### config.mk
export PLATFORM = sky130hd
export DESIGN_NAME = acp_queue
export DESIGN_NICKNAME = d
export VERILOG_FILES = /design/src/hw/rtl/acp_pkg.sv /design/src/hw/rtl/acp_queue.sv
export SDC_FILE = /design/constraint.sdc
export NUM_CORES = 1
export LEC_CHECK = 0
export ABC_CLOCK_PERIOD_IN_PS = 6590
export BUFFER_PORTS_ARGS = -buffer_cell sky130_fd_sc_hd__buf_4
export CAP_MARGIN = 20
export CORE_UTILIZATION = 40
export CTS_BUF_LIST = sky130_fd_sc_hd__clkbuf_8
export DETAILED_ROUTE_END_ITERATION = 16
export SKIP_LAST_GASP = 1
export SYNTH_ARGS = -nofsm -noshare
export SYNTH_HDL_FRONTEND = slang
export SYNTH_SLANG_ARGS = --single-unit
### constraint.sdc
create_clock -name aclk -period 6.59 [get_ports aclk]
set_clock_uncertainty 0.15 [all_clocks]
set_input_delay 1.318 -clock aclk [delete_from_list [all_inputs] [get_ports aclk]]
set_output_delay 1.318 -clock aclk [all_outputs]
set_load 0.01 [all_outputs]
### src/hw/rtl/acp_pkg.sv
// shared types, constants and aes round functions for the ctr payload cipher
`timescale 1ns / 1ps
package acp_pkg;

    localparam int DATA_W = 8;
    localparam int FC_W = 32;
    localparam int KEY_W = 64;
    localparam int BLK_W = 128;
    localparam int CFG_IDX_W = 2;
    localparam int QUEUE_DEPTH = 4;
    localparam int ROUNDS = 10;

    localparam logic [CFG_IDX_W-1:0] REG_KEY_LOW = 2'd0;
    localparam logic [CFG_IDX_W-1:0] REG_KEY_HIGH = 2'd1;

    typedef struct packed {
        logic [DATA_W-1:0] data;
        logic [FC_W-1:0]   fc;
        logic              last;
        logic              new_blk;
        logic [7:0]        blk;
        logic [3:0]        off;
    } word_t;

    localparam logic [7:0] SBOX [256] = '{
        8'h63, 8'h7c, 8'h77, 8'h7b, 8'hf2, 8'h6b, 8'h6f, 8'hc5,
        8'h30, 8'h01, 8'h67, 8'h2b, 8'hfe, 8'hd7, 8'hab, 8'h76,
        8'hca, 8'h82, 8'hc9, 8'h7d, 8'hfa, 8'h59, 8'h47, 8'hf0,
        8'had, 8'hd4, 8'ha2, 8'haf, 8'h9c, 8'ha4, 8'h72, 8'hc0,
        8'hb7, 8'hfd, 8'h93, 8'h26, 8'h36, 8'h3f, 8'hf7, 8'hcc,
        8'h34, 8'ha5, 8'he5, 8'hf1, 8'h71, 8'hd8, 8'h31, 8'h15,
        8'h04, 8'hc7, 8'h23, 8'hc3, 8'h18, 8'h96, 8'h05, 8'h9a,
        8'h07, 8'h12, 8'h80, 8'he2, 8'heb, 8'h27, 8'hb2, 8'h75,
        8'h09, 8'h83, 8'h2c, 8'h1a, 8'h1b, 8'h6e, 8'h5a, 8'ha0,
        8'h52, 8'h3b, 8'hd6, 8'hb3, 8'h29, 8'he3, 8'h2f, 8'h84,
        8'h53, 8'hd1, 8'h00, 8'hed, 8'h20, 8'hfc, 8'hb1, 8'h5b,
        8'h6a, 8'hcb, 8'hbe, 8'h39, 8'h4a, 8'h4c, 8'h58, 8'hcf,
        8'hd0, 8'hef, 8'haa, 8'hfb, 8'h43, 8'h4d, 8'h33, 8'h85,
        8'h45, 8'hf9, 8'h02, 8'h7f, 8'h50, 8'h3c, 8'h9f, 8'ha8,
        8'h51, 8'ha3, 8'h40, 8'h8f, 8'h92, 8'h9d, 8'h38, 8'hf5,
        8'hbc, 8'hb6, 8'hda, 8'h21, 8'h10, 8'hff, 8'hf3, 8'hd2,
        8'hcd, 8'h0c, 8'h13, 8'hec, 8'h5f, 8'h97, 8'h44, 8'h17,
        8'hc4, 8'ha7, 8'h7e, 8'h3d, 8'h64, 8'h5d, 8'h19, 8'h73,
        8'h60, 8'h81, 8'h4f, 8'hdc, 8'h22, 8'h2a, 8'h90, 8'h88,
        8'h46, 8'hee, 8'hb8, 8'h14, 8'hde, 8'h5e, 8'h0b, 8'hdb,
        8'he0, 8'h32, 8'h3a, 8'h0a, 8'h49, 8'h06, 8'h24, 8'h5c,
        8'hc2, 8'hd3, 8'hac, 8'h62, 8'h91, 8'h95, 8'he4, 8'h79,
        8'he7, 8'hc8, 8'h37, 8'h6d, 8'h8d, 8'hd5, 8'h4e, 8'ha9,
        8'h6c, 8'h56, 8'hf4, 8'hea, 8'h65, 8'h7a, 8'hae, 8'h08,
        8'hba, 8'h78, 8'h25, 8'h2e, 8'h1c, 8'ha6, 8'hb4, 8'hc6,
        8'he8, 8'hdd, 8'h74, 8'h1f, 8'h4b, 8'hbd, 8'h8b, 8'h8a,
        8'h70, 8'h3e, 8'hb5, 8'h66, 8'h48, 8'h03, 8'hf6, 8'h0e,
        8'h61, 8'h35, 8'h57, 8'hb9, 8'h86, 8'hc1, 8'h1d, 8'h9e,
        8'he1, 8'hf8, 8'h98, 8'h11, 8'h69, 8'hd9, 8'h8e, 8'h94,
        8'h9b, 8'h1e, 8'h87, 8'he9, 8'hce, 8'h55, 8'h28, 8'hdf,
        8'h8c, 8'ha1, 8'h89, 8'h0d, 8'hbf, 8'he6, 8'h42, 8'h68,
        8'h41, 8'h99, 8'h2d, 8'h0f, 8'hb0, 8'h54, 8'hbb, 8'h16
    };

    function automatic logic [7:0] xtime(input logic [7:0] x);
        xtime = {x[6:0], 1'b0} ^ (x[7] ? 8'h1b : 8'h00);
    endfunction

    // one round: subbytes, shiftrows, mixcolumns unless final
    function automatic logic [BLK_W-1:0] aes_round(input logic [BLK_W-1:0] s,
                                                   input logic fin);
        logic [7:0] r [16];
        logic [7:0] a0, a1, a2, a3, t;
        logic [BLK_W-1:0] o;
        int src;
        for (int c = 0; c < 4; c++) begin
            for (int i = 0; i < 4; i++) begin
                src = i + 4 * ((c + i) % 4);
                r[i + 4 * c] = SBOX[s[src * 8 +: 8]];
            end
        end
        for (int c = 0; c < 4; c++) begin
            a0 = r[4 * c];
            a1 = r[4 * c + 1];
            a2 = r[4 * c + 2];
            a3 = r[4 * c + 3];
            t = a0 ^ a1 ^ a2 ^ a3;
            if (!fin) begin
                r[4 * c]     = a0 ^ t ^ xtime(a0 ^ a1);
                r[4 * c + 1] = a1 ^ t ^ xtime(a1 ^ a2);
                r[4 * c + 2] = a2 ^ t ^ xtime(a2 ^ a3);
                r[4 * c + 3] = a3 ^ t ^ xtime(a3 ^ a0);
            end
        end
        for (int i = 0; i < 16; i++) begin
            o[i * 8 +: 8] = r[i];
        end
        aes_round = o;
    endfunction

    // next round key from the current one
    function automatic logic [BLK_W-1:0] key_step(input logic [BLK_W-1:0] k,
                                                  input logic [7:0] rc);
        logic [31:0] t;
        logic [BLK_W-1:0] o;
        t = {SBOX[k[103:96]], SBOX[k[127:120]], SBOX[k[119:112]],
             SBOX[k[111:104]] ^ rc};
        o[31:0]   = k[31:0] ^ t;
        o[63:32]  = k[63:32] ^ o[31:0];
        o[95:64]  = k[95:64] ^ o[63:32];
        o[127:96] = k[127:96] ^ o[95:64];
        key_step = o;
    endfunction

endpackage

### src/hw/rtl/acp_queue.sv
// small word queue between front and back
`timescale 1ns / 1ps
module acp_queue
    import acp_pkg::*;
#(
    parameter int Depth = QUEUE_DEPTH
) (
    input  logic  aclk,
    input  logic  aresetn,
    input  logic  push,
    input  word_t push_word,
    output logic  q_ready,
    input  logic  pop,
    output logic  q_valid,
    output word_t head
);

    localparam int PtrW = (Depth > 1) ? $clog2(Depth) : 1;
    localparam int CntW = $clog2(Depth + 1);
    localparam logic [PtrW-1:0] LastPtr = PtrW'(Depth - 1);
    localparam logic [CntW-1:0] Full = CntW'(Depth);

    word_t           mem [Depth];
    logic [PtrW-1:0] wr_reg, wr_next, rd_reg, rd_next;
    logic [CntW-1:0] cnt_reg, cnt_next;

    assign q_ready = (cnt_reg != Full);
    assign q_valid = (cnt_reg != '0);
    assign head = mem[rd_reg];

    always_comb begin
        wr_next = wr_reg;
        rd_next = rd_reg;
        cnt_next = cnt_reg;
        if (push) begin
            wr_next = (wr_reg == LastPtr) ? '0 : wr_reg + 1'b1;
        end
        if (pop) begin
            rd_next = (rd_reg == LastPtr) ? '0 : rd_reg + 1'b1;
        end
        if (push && !pop) begin
            cnt_next = cnt_reg + 1'b1;
        end else if (pop && !push) begin
            cnt_next = cnt_reg - 1'b1;
        end
    end

    always_ff @(posedge aclk) begin
        if (push) begin
            mem[wr_reg] <= push_word;
        end
    end

    always_ff @(posedge aclk) begin
        if (!aresetn) begin
            wr_reg <= '0;
            rd_reg <= '0;
            cnt_reg <= '0;
        end else begin
            wr_reg <= wr_next;
            rd_reg <= rd_next;
            cnt_reg <= cnt_next;
        end
    end

endmodule

==> flow_summary.yaml <==
clock_tree:
  cts_tree: "done"
  clock_path_buffers: 3
  h-tree-depth: 2
  postCtsResizedCells: 0
  ctsHoldBuffers: 0
  clk_pin_slew_ps: 50
  cts_setup_buffers: 0
  numCtsBuffers: 38
  clk_latency_ps: 510
  clockRootBuffer: "clkbuf_8"
  clkSinkCount: 225
critical_path:
  rr_worst_depth: 4
  endpoint_kind: "primary output"
  path_common_cell: "buf_4"
  worstSetupStartpointType: "flop"
  reg2reg_from: "wr_reg[0]"
  critical_path.top_delay_family: "flip-flops"
  crit_fanout: 36
  crit_type: "flop to primary output"
  crit_chain: "buf_4 > mux4_1 > buf_4"
  required_ps: 5120
  crit_slowest_cell: "dfxtp_4"
  critical_path.max_stage_delay_ps: 860
  worst_ep_arrival_time_ps: 2630
  path_buf_inv: 2
  rrSetupSlack_ps: 4290
  reg2reg_to: "mem[0][9]"
finish:
  area_growth_pct: 21.0
  fillers: 1676
  final_core_util_pct: 49.6
  antenna_cells: 0
  nets: 537
  drive_above_1_share_pct: 43.1
  largest_reg_flops: 216
synthesis:
  ys_warn_count: 0
  yosysTopAreaCellShare_pct: 78.0
  yosys-top-cells-area: "edfxtp_1 78%, mux4_2 14%, dfxtp_1 2.2%"
  synth_edf_count: 216
  ys_seq_elements: 225
  synth_top_flop_cell: "edfxtp_1"
  ys_seq_area_share_pct: 80.1
  postSynthNetCount: 392
  syn_area_um2: 8320
  yosysUniqueCellTypes: 23
  synth_common_cells: "216 x edfxtp_1, 50 x mux4_2, 9 x dfxtp_1, 6 x ha_1"
  avgSynthCellArea_um2: 25.4
  synth.most_common_cell: "edfxtp_1"
  syn_inst: 327
  async_flop_share_pct: 0
  synth_top_cell_by_area: "edfxtp_1"
min_path:
  holdPathEnd: "cnt_reg[2]"
  min_from: "cnt_reg[2]"
  hold_class: "flop to flop"
  hold-path-cell-count: 2
timing:
  slew_viol_final: 0
  whs_ps: 387
  slew_headroom_pct: 34.8
  hold_viol: 0
  tightest_slew_ps: 978
  rsz0062_at_grt: "no"
  post-route-period-util_pct: 62.2
  post-route-min-period_ps: 4100
  fin_ws_ps: 2490
  setup_tns_ps: 0
  finalSetupViolCount: 0
  timing.fmax_ghz: 0.244
route:
  drt_iter0_markers: 141
  antenna_left: 0
  wl_um: 14800
  drc_errors: 0
  dr.pass1.iters: 4
  vias_per_cell: 4.89
  wire_per_inst_um: 19.3
  num_vias: 3763
grt:
  grt_pass1_vias: 4225
  gr-max-usage-layer: "met2"
  grt_antenna_before_repair: 0
  grt_pass1_wl_um: 22800
  use_met3_pct: 4.13
  grt_max_degree: 55
  grt_usage_pct: 14.3
  use_met2_pct: 24.5
  grt-ovfl-total: 0
  use_met1_pct: 16.9
pwr:
  cellPowerDensity_nw_per_um2: 300
  ir_drop_mv: 0.162
  static-leakage-power_nw: 3.47
floorplan:
  die_width_um: 146
  die_h_um: 146
  die_area_um2: 21400
  core_um2: 20300
  initial_utilization_pct: 41.0
  ioPinCount: 114
  rows: 52
status:
  status: "finished, final reports clean"
placement:
  port_buffers: 113
  globalplace.congestion: 0.688
  place_ws_ps: 2900
  hpwlAfterDp_um: 8460
run:
  max-cap-violations: 0
-- logic make-up after synthesis --
| group | count (synthesis) | synth area share [%] |
|---|---|---|
| multiplexers | 58 | 15.3 |
| AO/OA/AOI/OAI | 3 | 0.241 |
| AND/OR/NAND/NOR | 16 | 1.10 |
| buffers and inverters | 16 | 1.88 |
| flip-flops | 225 | 80.1 |
| XOR/XNOR | 2 | 0.211 |
| adder cells (fa/ha/maj) | 7 | 1.14 |
-- per-layer routing --
metal / wire length (µm) / vias up / part of all wire [%]
met2: 7820 / 102 / 53
met4: 359 / 0 / 2.4
met5: 0 / - / 0
met3: 867 / 34 / 5.9
li1: - / 1681 / -
met1: 5770 / 1946 / 39
-- worst max-delay path by stage --
stage	from	to	depth (start not counted)	slack, ps
floorplan	push	mem[0][0]	1	3420
global placement	flop	head[47]	3	2920
detailed placement	flop	head[47]	3	2900
CTS	flop	head[47]	3	2360
global route	flop	head[47]	3	2260
finish	flop	head[45]	3	2490
-- worst min-delay path, cell delays in order (launching register included) --
cell,delay [ps]
dfxtp_1,330
o21ai_0,80
a21boi_0,80
-- final cells by class --
type                       count  area (µm²)  area share (%)
tap                          270         338            3.36
inverter                       4        15.0           0.149
sequential                   225        6670            66.3
clock inverter                27         106            1.06
clock buffer                  40         551            5.47
multi-input combinational     86        1500            14.9
timing repair buffer         117         878            8.73
-- power by group --
part | switching [mW] | internal (mW) | leakage [nW]
logic | 0.131 | 0.154 | 1.01
registers | 0.0327 | 1.64 | 2.06
clock network | 0.501 | 0.557 | 0.399
total | 0.665 | 2.35 | 3.47
-- placed cells by master, fill, tap and decap left out, types with 2 or more instances in the layout --
cell type	instances
edfxtp_1	216
buf_4	117
mux4_2	50
clkbuf_8	40
inv_1	22
clkinv_1	7
dfxtp_1	7
ha_1	6
nor2b_1	5
mux4_1	4
mux2i_1	4
nor2_1	2
and2_2	2
or3_1	2
and2_4	2
-- per-stage QoR --
stage,power (mW),cell area (µm²),instances
after floorplan,1.85,8320,327
after global placement,1.99,9410,702
after detailed placement,2.00,9410,702
after CTS,3.06,10100,769
after global routing,3.14,10100,769
final,3.02,10100,769
Power figures use the tool's default switching activity.
