## src/hw/rtl/acp_pkg.sv

```systemverilog
// shared types, constants and aes round functions for the ctr payload cipher
`timescale 1ns / 1ps
package acp_pkg;

    localparam int DATA_W = 8;
    localparam int FC_W = 32;
    localparam int KEY_W = 64;
    localparam int BLK_W = 128;
    localparam int CFG_IDX_W = 2;
    localparam int QUEUE_DEPTH = 4;
    localparam int ROUNDS = 10;

    localparam logic [CFG_IDX_W-1:0] REG_KEY_LOW = 2'd0;
    localparam logic [CFG_IDX_W-1:0] REG_KEY_HIGH = 2'd1;

    typedef struct packed {
        logic [DATA_W-1:0] data;
        logic [FC_W-1:0]   fc;
        logic              last;
        logic              new_blk;
        logic [7:0]        blk;
        logic [3:0]        off;
    } word_t;

    localparam logic [7:0] SBOX [256] = '{
        8'h63, 8'h7c, 8'h77, 8'h7b, 8'hf2, 8'h6b, 8'h6f, 8'hc5,
        8'h30, 8'h01, 8'h67, 8'h2b, 8'hfe, 8'hd7, 8'hab, 8'h76,
        8'hca, 8'h82, 8'hc9, 8'h7d, 8'hfa, 8'h59, 8'h47, 8'hf0,
        8'had, 8'hd4, 8'ha2, 8'haf, 8'h9c, 8'ha4, 8'h72, 8'hc0,
        8'hb7, 8'hfd, 8'h93, 8'h26, 8'h36, 8'h3f, 8'hf7, 8'hcc,
        8'h34, 8'ha5, 8'he5, 8'hf1, 8'h71, 8'hd8, 8'h31, 8'h15,
        8'h04, 8'hc7, 8'h23, 8'hc3, 8'h18, 8'h96, 8'h05, 8'h9a,
        8'h07, 8'h12, 8'h80, 8'he2, 8'heb, 8'h27, 8'hb2, 8'h75,
        8'h09, 8'h83, 8'h2c, 8'h1a, 8'h1b, 8'h6e, 8'h5a, 8'ha0,
        8'h52, 8'h3b, 8'hd6, 8'hb3, 8'h29, 8'he3, 8'h2f, 8'h84,
        8'h53, 8'hd1, 8'h00, 8'hed, 8'h20, 8'hfc, 8'hb1, 8'h5b,
        8'h6a, 8'hcb, 8'hbe, 8'h39, 8'h4a, 8'h4c, 8'h58, 8'hcf,
        8'hd0, 8'hef, 8'haa, 8'hfb, 8'h43, 8'h4d, 8'h33, 8'h85,
        8'h45, 8'hf9, 8'h02, 8'h7f, 8'h50, 8'h3c, 8'h9f, 8'ha8,
        8'h51, 8'ha3, 8'h40, 8'h8f, 8'h92, 8'h9d, 8'h38, 8'hf5,
        8'hbc, 8'hb6, 8'hda, 8'h21, 8'h10, 8'hff, 8'hf3, 8'hd2,
        8'hcd, 8'h0c, 8'h13, 8'hec, 8'h5f, 8'h97, 8'h44, 8'h17,
        8'hc4, 8'ha7, 8'h7e, 8'h3d, 8'h64, 8'h5d, 8'h19, 8'h73,
        8'h60, 8'h81, 8'h4f, 8'hdc, 8'h22, 8'h2a, 8'h90, 8'h88,
        8'h46, 8'hee, 8'hb8, 8'h14, 8'hde, 8'h5e, 8'h0b, 8'hdb,
        8'he0, 8'h32, 8'h3a, 8'h0a, 8'h49, 8'h06, 8'h24, 8'h5c,
        8'hc2, 8'hd3, 8'hac, 8'h62, 8'h91, 8'h95, 8'he4, 8'h79,
        8'he7, 8'hc8, 8'h37, 8'h6d, 8'h8d, 8'hd5, 8'h4e, 8'ha9,
        8'h6c, 8'h56, 8'hf4, 8'hea, 8'h65, 8'h7a, 8'hae, 8'h08,
        8'hba, 8'h78, 8'h25, 8'h2e, 8'h1c, 8'ha6, 8'hb4, 8'hc6,
        8'he8, 8'hdd, 8'h74, 8'h1f, 8'h4b, 8'hbd, 8'h8b, 8'h8a,
        8'h70, 8'h3e, 8'hb5, 8'h66, 8'h48, 8'h03, 8'hf6, 8'h0e,
        8'h61, 8'h35, 8'h57, 8'hb9, 8'h86, 8'hc1, 8'h1d, 8'h9e,
        8'he1, 8'hf8, 8'h98, 8'h11, 8'h69, 8'hd9, 8'h8e, 8'h94,
        8'h9b, 8'h1e, 8'h87, 8'he9, 8'hce, 8'h55, 8'h28, 8'hdf,
        8'h8c, 8'ha1, 8'h89, 8'h0d, 8'hbf, 8'he6, 8'h42, 8'h68,
        8'h41, 8'h99, 8'h2d, 8'h0f, 8'hb0, 8'h54, 8'hbb, 8'h16
    };

    function automatic logic [7:0] xtime(input logic [7:0] x);
        xtime = {x[6:0], 1'b0} ^ (x[7] ? 8'h1b : 8'h00);
    endfunction

    // one round: subbytes, shiftrows, mixcolumns unless final
    function automatic logic [BLK_W-1:0] aes_round(input logic [BLK_W-1:0] s,
                                                   input logic fin);
        logic [7:0] r [16];
        logic [7:0] a0, a1, a2, a3, t;
        logic [BLK_W-1:0] o;
        int src;
        for (int c = 0; c < 4; c++) begin
            for (int i = 0; i < 4; i++) begin
                src = i + 4 * ((c + i) % 4);
                r[i + 4 * c] = SBOX[s[src * 8 +: 8]];
            end
        end
        for (int c = 0; c < 4; c++) begin
            a0 = r[4 * c];
            a1 = r[4 * c + 1];
            a2 = r[4 * c + 2];
            a3 = r[4 * c + 3];
            t = a0 ^ a1 ^ a2 ^ a3;
            if (!fin) begin
                r[4 * c]     = a0 ^ t ^ xtime(a0 ^ a1);
                r[4 * c + 1] = a1 ^ t ^ xtime(a1 ^ a2);
                r[4 * c + 2] = a2 ^ t ^ xtime(a2 ^ a3);
                r[4 * c + 3] = a3 ^ t ^ xtime(a3 ^ a0);
            end
        end
        for (int i = 0; i < 16; i++) begin
            o[i * 8 +: 8] = r[i];
        end
        aes_round = o;
    endfunction

    // next round key from the current one
    function automatic logic [BLK_W-1:0] key_step(input logic [BLK_W-1:0] k,
                                                  input logic [7:0] rc);
        logic [31:0] t;
        logic [BLK_W-1:0] o;
        t = {SBOX[k[103:96]], SBOX[k[127:120]], SBOX[k[119:112]],
             SBOX[k[111:104]] ^ rc};
        o[31:0]   = k[31:0] ^ t;
        o[63:32]  = k[63:32] ^ o[31:0];
        o[95:64]  = k[95:64] ^ o[63:32];
        o[127:96] = k[127:96] ^ o[95:64];
        key_step = o;
    endfunction

endpackage

```

## src/hw/rtl/acp_front.sv

```systemverilog
// front end: takes input words, tracks counters and tags keystream needs
`timescale 1ns / 1ps
module acp_front
    import acp_pkg::*;
(
    input  logic              aclk,
    input  logic              aresetn,
    input  logic              s_valid,
    output logic              s_ready,
    input  logic [DATA_W-1:0] s_data_byte,
    input  logic              s_opcode,
    input  logic [FC_W-1:0]   s_frame_count_in,
    input  logic              s_first_byte,
    input  logic              s_last_byte,
    input  logic              key_wr,
    output logic              push,
    output word_t             push_word,
    input  logic              q_ready
);

    logic [FC_W-1:0] tx_reg, tx_next;
    logic [FC_W-1:0] pc_reg, pc_next;
    logic [7:0]      blk_reg, blk_next;
    logic [3:0]      off_reg, off_next;
    logic [FC_W-1:0] pc_use;
    logic [7:0]      blk_use;
    logic [3:0]      off_use;

    assign s_ready = q_ready;
    assign push = s_valid && q_ready;

    always_comb begin
        pc_use = s_first_byte ? (s_opcode ? s_frame_count_in : tx_reg) : pc_reg;
        blk_use = s_first_byte ? 8'd0 : blk_reg;
        off_use = s_first_byte ? 4'd0 : off_reg;
        push_word.data = s_data_byte;
        push_word.fc = pc_use;
        push_word.last = s_last_byte;
        push_word.new_blk = (off_use == 4'd0);
        push_word.blk = blk_use;
        push_word.off = off_use;
        tx_next = tx_reg;
        pc_next = pc_reg;
        blk_next = blk_reg;
        off_next = off_reg;
        if (push) begin
            if (s_first_byte && !s_opcode) begin
                tx_next = tx_reg + 32'd1;
            end
            pc_next = pc_use;
            off_next = off_use + 4'd1;
            blk_next = (off_use == 4'd15) ? blk_use + 8'd1 : blk_use;
        end
        if (key_wr) begin
            tx_next = '0;
        end
    end

    always_ff @(posedge aclk) begin
        if (!aresetn) begin
            tx_reg <= '0;
            pc_reg <= '0;
            blk_reg <= '0;
            off_reg <= '0;
        end else begin
            tx_reg <= tx_next;
            pc_reg <= pc_next;
            blk_reg <= blk_next;
            off_reg <= off_next;
        end
    end

endmodule

```

## config.mk

```make
export PLATFORM = sky130hd
export DESIGN_NAME = acp_front
export DESIGN_NICKNAME = d
export VERILOG_FILES = /design/src/hw/rtl/acp_pkg.sv /design/src/hw/rtl/acp_front.sv
export SDC_FILE = /design/constraint.sdc
export NUM_CORES = 1
export LEC_CHECK = 0
export BUFFER_PORTS_ARGS = -buffer_cell sky130_fd_sc_hd__buf_2
export CAP_MARGIN = 20
export CORE_AREA = 2 2 80 101
export DETAILED_ROUTE_END_ITERATION = 10
export DIE_AREA = 0 0 82 103
export HOLD_SLACK_MARGIN = 0.06
export PLACE_DENSITY_LB_ADDON = 0.08
export SLEW_MARGIN = 30
export SYNTH_ARGS = -nofsm -noshare
export SYNTH_HDL_FRONTEND = slang
export SYNTH_SLANG_ARGS = --single-unit
export TNS_END_PERCENT = 1
```

## constraint.sdc

```tcl
create_clock -name aclk -period 4.9 [get_ports aclk]
set_input_delay 0.98 -clock aclk [delete_from_list [all_inputs] [get_ports aclk]]
set_output_delay 0.98 -clock aclk [all_outputs]
set_load 0.005 [all_outputs]
```

==> reports/metrics.yaml <==
grt_pass1_vias: 3286
netlist_area_um2: 4033
io_pins: 104
hold_slack_ns: 0.4929
cts_hold_buf: 0
drt-total-wl_mm: 9.578
setup_violations: 0
cp-end-kind: "output port"
dieArea_um2: 8446
cts-root-buf: "clkbuf_8"
die_w_um: 82
hold_viol_final: 0
period_needed_ns: 3.475
ant_nets: 0
r2r_slack_ns: 2.53
grt_overflow: 0
tightest_slew_ns: 0.7407
slew_violations: 0
clkSinkCount: 76
dpl.hpwl_mm: 6.589
netlist_instances: 500
core_area_um2: 7567
first_pass_iters: 4
relSlewSlack_pct: 50.62
drtIter0Drc: 194
viasPerCell: 5.844
std_cell_rows: 36
io_buffer_count: 85
rsz0062_at_grt: "no"
post_drt_wl_per_cell_um: 14.67
final.period_utilization_pct: 70.93
finClkSkew_ns: 0.01054
cts.path.max_buffers: 2
status: "complete, no violations"
grt_pass1_wl_mm: 15.35
syn_to_final_growth_pct: 13.56
ys_types: 42
drcViolationCount: 0
start_util_pct: 53.29
drive_gt1_share_pct: 19.89
start_kind: "input port"
path_max_fanout: 45
fin_ws_ns: 1.425
chipHeight_um: 103
fmax_ghz: 0.2877
postSynthAreaPerCell_um2: 8.065
cp.arrival_ns: 2.50
clkTransAtPathRegs_ns: 0.08
powerDensity_nw_per_um2: 272.3
dp_cells: 637
track_usage_pct: 23.25
critPathKind: "input port to output port"
final_cells: 653
post-place-ws_ns: 1.281
final_nets: 605
vias: 3816
post-cts-setup-buffer-count: 0
gp_congestion: 0.7999
diodes: 0
numCtsBuffers: 9
ir_drop_mv: 0.1625
grt_max_degree: 46
maxCapViolCount: 0
ctsHtreeMaxLevel: 3
synth_seq_cells: 76
insertion_delay_ns: 0.35
post_cts_resized: 0
p_leak_nw: 1.792
worst_hold_path_type: "register to register"
nFillCells: 707
fin_setup_tns_ns: 0
synthesis.nets: 552
antenna_found_initial: 0
synth_warnings: 0
cts_tree: "built"
required_ns: 3.92
yosysSeqAreaShare_pct: 37.73
cell families (layout without fill, tap and decap cells):
kind of cell	Yosys count	in the layout	share of synthesized area, %
compound gates	125	125	19.21
xor+xnor	11	11	2.389
fa+ha+maj	4	4	1.241
buf+inv	54	112	6.174
flops	76	76	37.73
mux	35	35	8.688
simple gates	195	195	24.57
area by class of cell:
class,instances,area [µm²],share of cell area (%)
clock buffers,9,123.9,2.705
clock inverters,7,67.56,1.475
inverters,7,26.28,0.5738
multi-input cells,370,2263,49.43
flip-flops and latches,76,1521,33.22
well taps,95,118.9,2.596
repair buffers,89,457.9,10.00
worst max-delay path: stages:
cell and delay, ns:
buf_2 0.53, buf_4 0.51, nor2b_1 0.11, nor3b_1 0.21
buf_2 0.14
placed cells by master, fill, tap and decap left out, types with 4 or more instances in the layout:
| cell type | Yosys | final |
|---|---|---|
| mux2i_1 | 35 | 35 |
| buf_4 | 10 | 5 |
| buf_2 | 1 | 84 |
| nand3_1 | 18 | 18 |
| xnor2_1 | 6 | 6 |
| o31ai_1 | 15 | 15 |
| nor2_1 | 80 | 80 |
| xor2_1 | 5 | 5 |
| nor2b_1 | 11 | 11 |
| or3_1 | 4 | 4 |
| inv_1 | 5 | 5 |
| nand2_1 | 24 | 24 |
| and3_1 | 7 | 6 |
| dfxtp_1 | 76 | 76 |
| nand4_1 | 12 | 12 |
| and4_1 | 5 | 5 |
| ha_1 | 4 | 4 |
| or4_1 | 17 | 17 |
| a211oi_1 | 33 | 33 |
| clkbuf_8 | 0 | 9 |
| a21oi_1 | 58 | 58 |
| o21ai_0 | 10 | 10 |
stage by stage:
step           power, mW  utilization, %  instance area [µm²]
3_3_place_gp      0.7917           57.95                 4385
5_1_grt            1.313           60.52                 4579
6_report           1.247           60.52                 4579
3_5_place_dp      0.7952           57.99                 4388
4_1_cts            1.265           60.52                 4579
2_1_floorplan     0.7462               -                 4033
Yosys cell counts:
cell       n  area (µm²)
a311oi_1   1       8.760
buf_4     10       75.07
nand3_1   18       90.09
nor2_1    80       300.3
o21ai_0   10       50.05
and2_1     3       18.77
or2_2      2       12.51
mux2i_1   35       350.3
buf_1      8       30.03
a21o_1     1       7.510
clkinv_1   2       7.510
xor2_1     5       43.79
nand4_2    1       12.51
and3_1     7       43.79
a21oi_1   58       290.3
buf_6      1       11.26
nand3b_1   1       7.510
o41ai_1    1       8.760
and4b_1    2       20.02
a211oi_1  33       247.7
nor4_1     3       18.77
xnor2_1    6       52.55
nand2_1   24       90.09
a31oi_1    1       6.260
a211o_1    1       8.760
a31o_2     2       17.52
nand4_1   12       75.07
and3b_1    1       8.760
a22oi_1    1       7.510
nor3b_1    2       15.01
inv_1      5       18.77
nor2b_1   11       68.82
nand2b_1   2       12.51
buf_2      1       5.000
clkbuf_1  27       101.4
and4_1     5       43.79
ha_1       4       50.05
o31ai_1   15       112.6
dfxtp_1   76        1521
or4_1     17       127.6
or3_1      4       25.02
o311ai_0   1       8.760
final timing paths:
check	startpoint	to	cells after the start
worst min-delay path	tx_reg[31]$_SDFFE_PP0P_	tx_reg[31]$_SDFFE_PP0P_	2
worst max register to register	tx_reg[7]$_SDFFE_PP0P_	tx_reg[26]$_SDFFE_PP0P_	4
worst min register to register	tx_reg[31]$_SDFFE_PP0P_	tx_reg[31]$_SDFFE_PP0P_	2
worst max-delay path	s_first_byte	push_word[12]	5
metal layers:
| metal | part of all wire, % | track usage [%] | wire, µm |
|---|---|---|---|
| met5 | 0 | 0 | 0 |
| met1 | 45 | 30.16 | 4314 |
| met2 | 49 | 38.59 | 4700 |
| met3 | 4.4 | 4.116 | 425 |
| met4 | 1.4 | 8.333 | 137 |
power breakdown:
part	internal (mW)	switching (mW)
registers	0.631	0.00709
clock network	0.232	0.235
logic	0.0602	0.0811
Power figures use the tool's default switching activity.
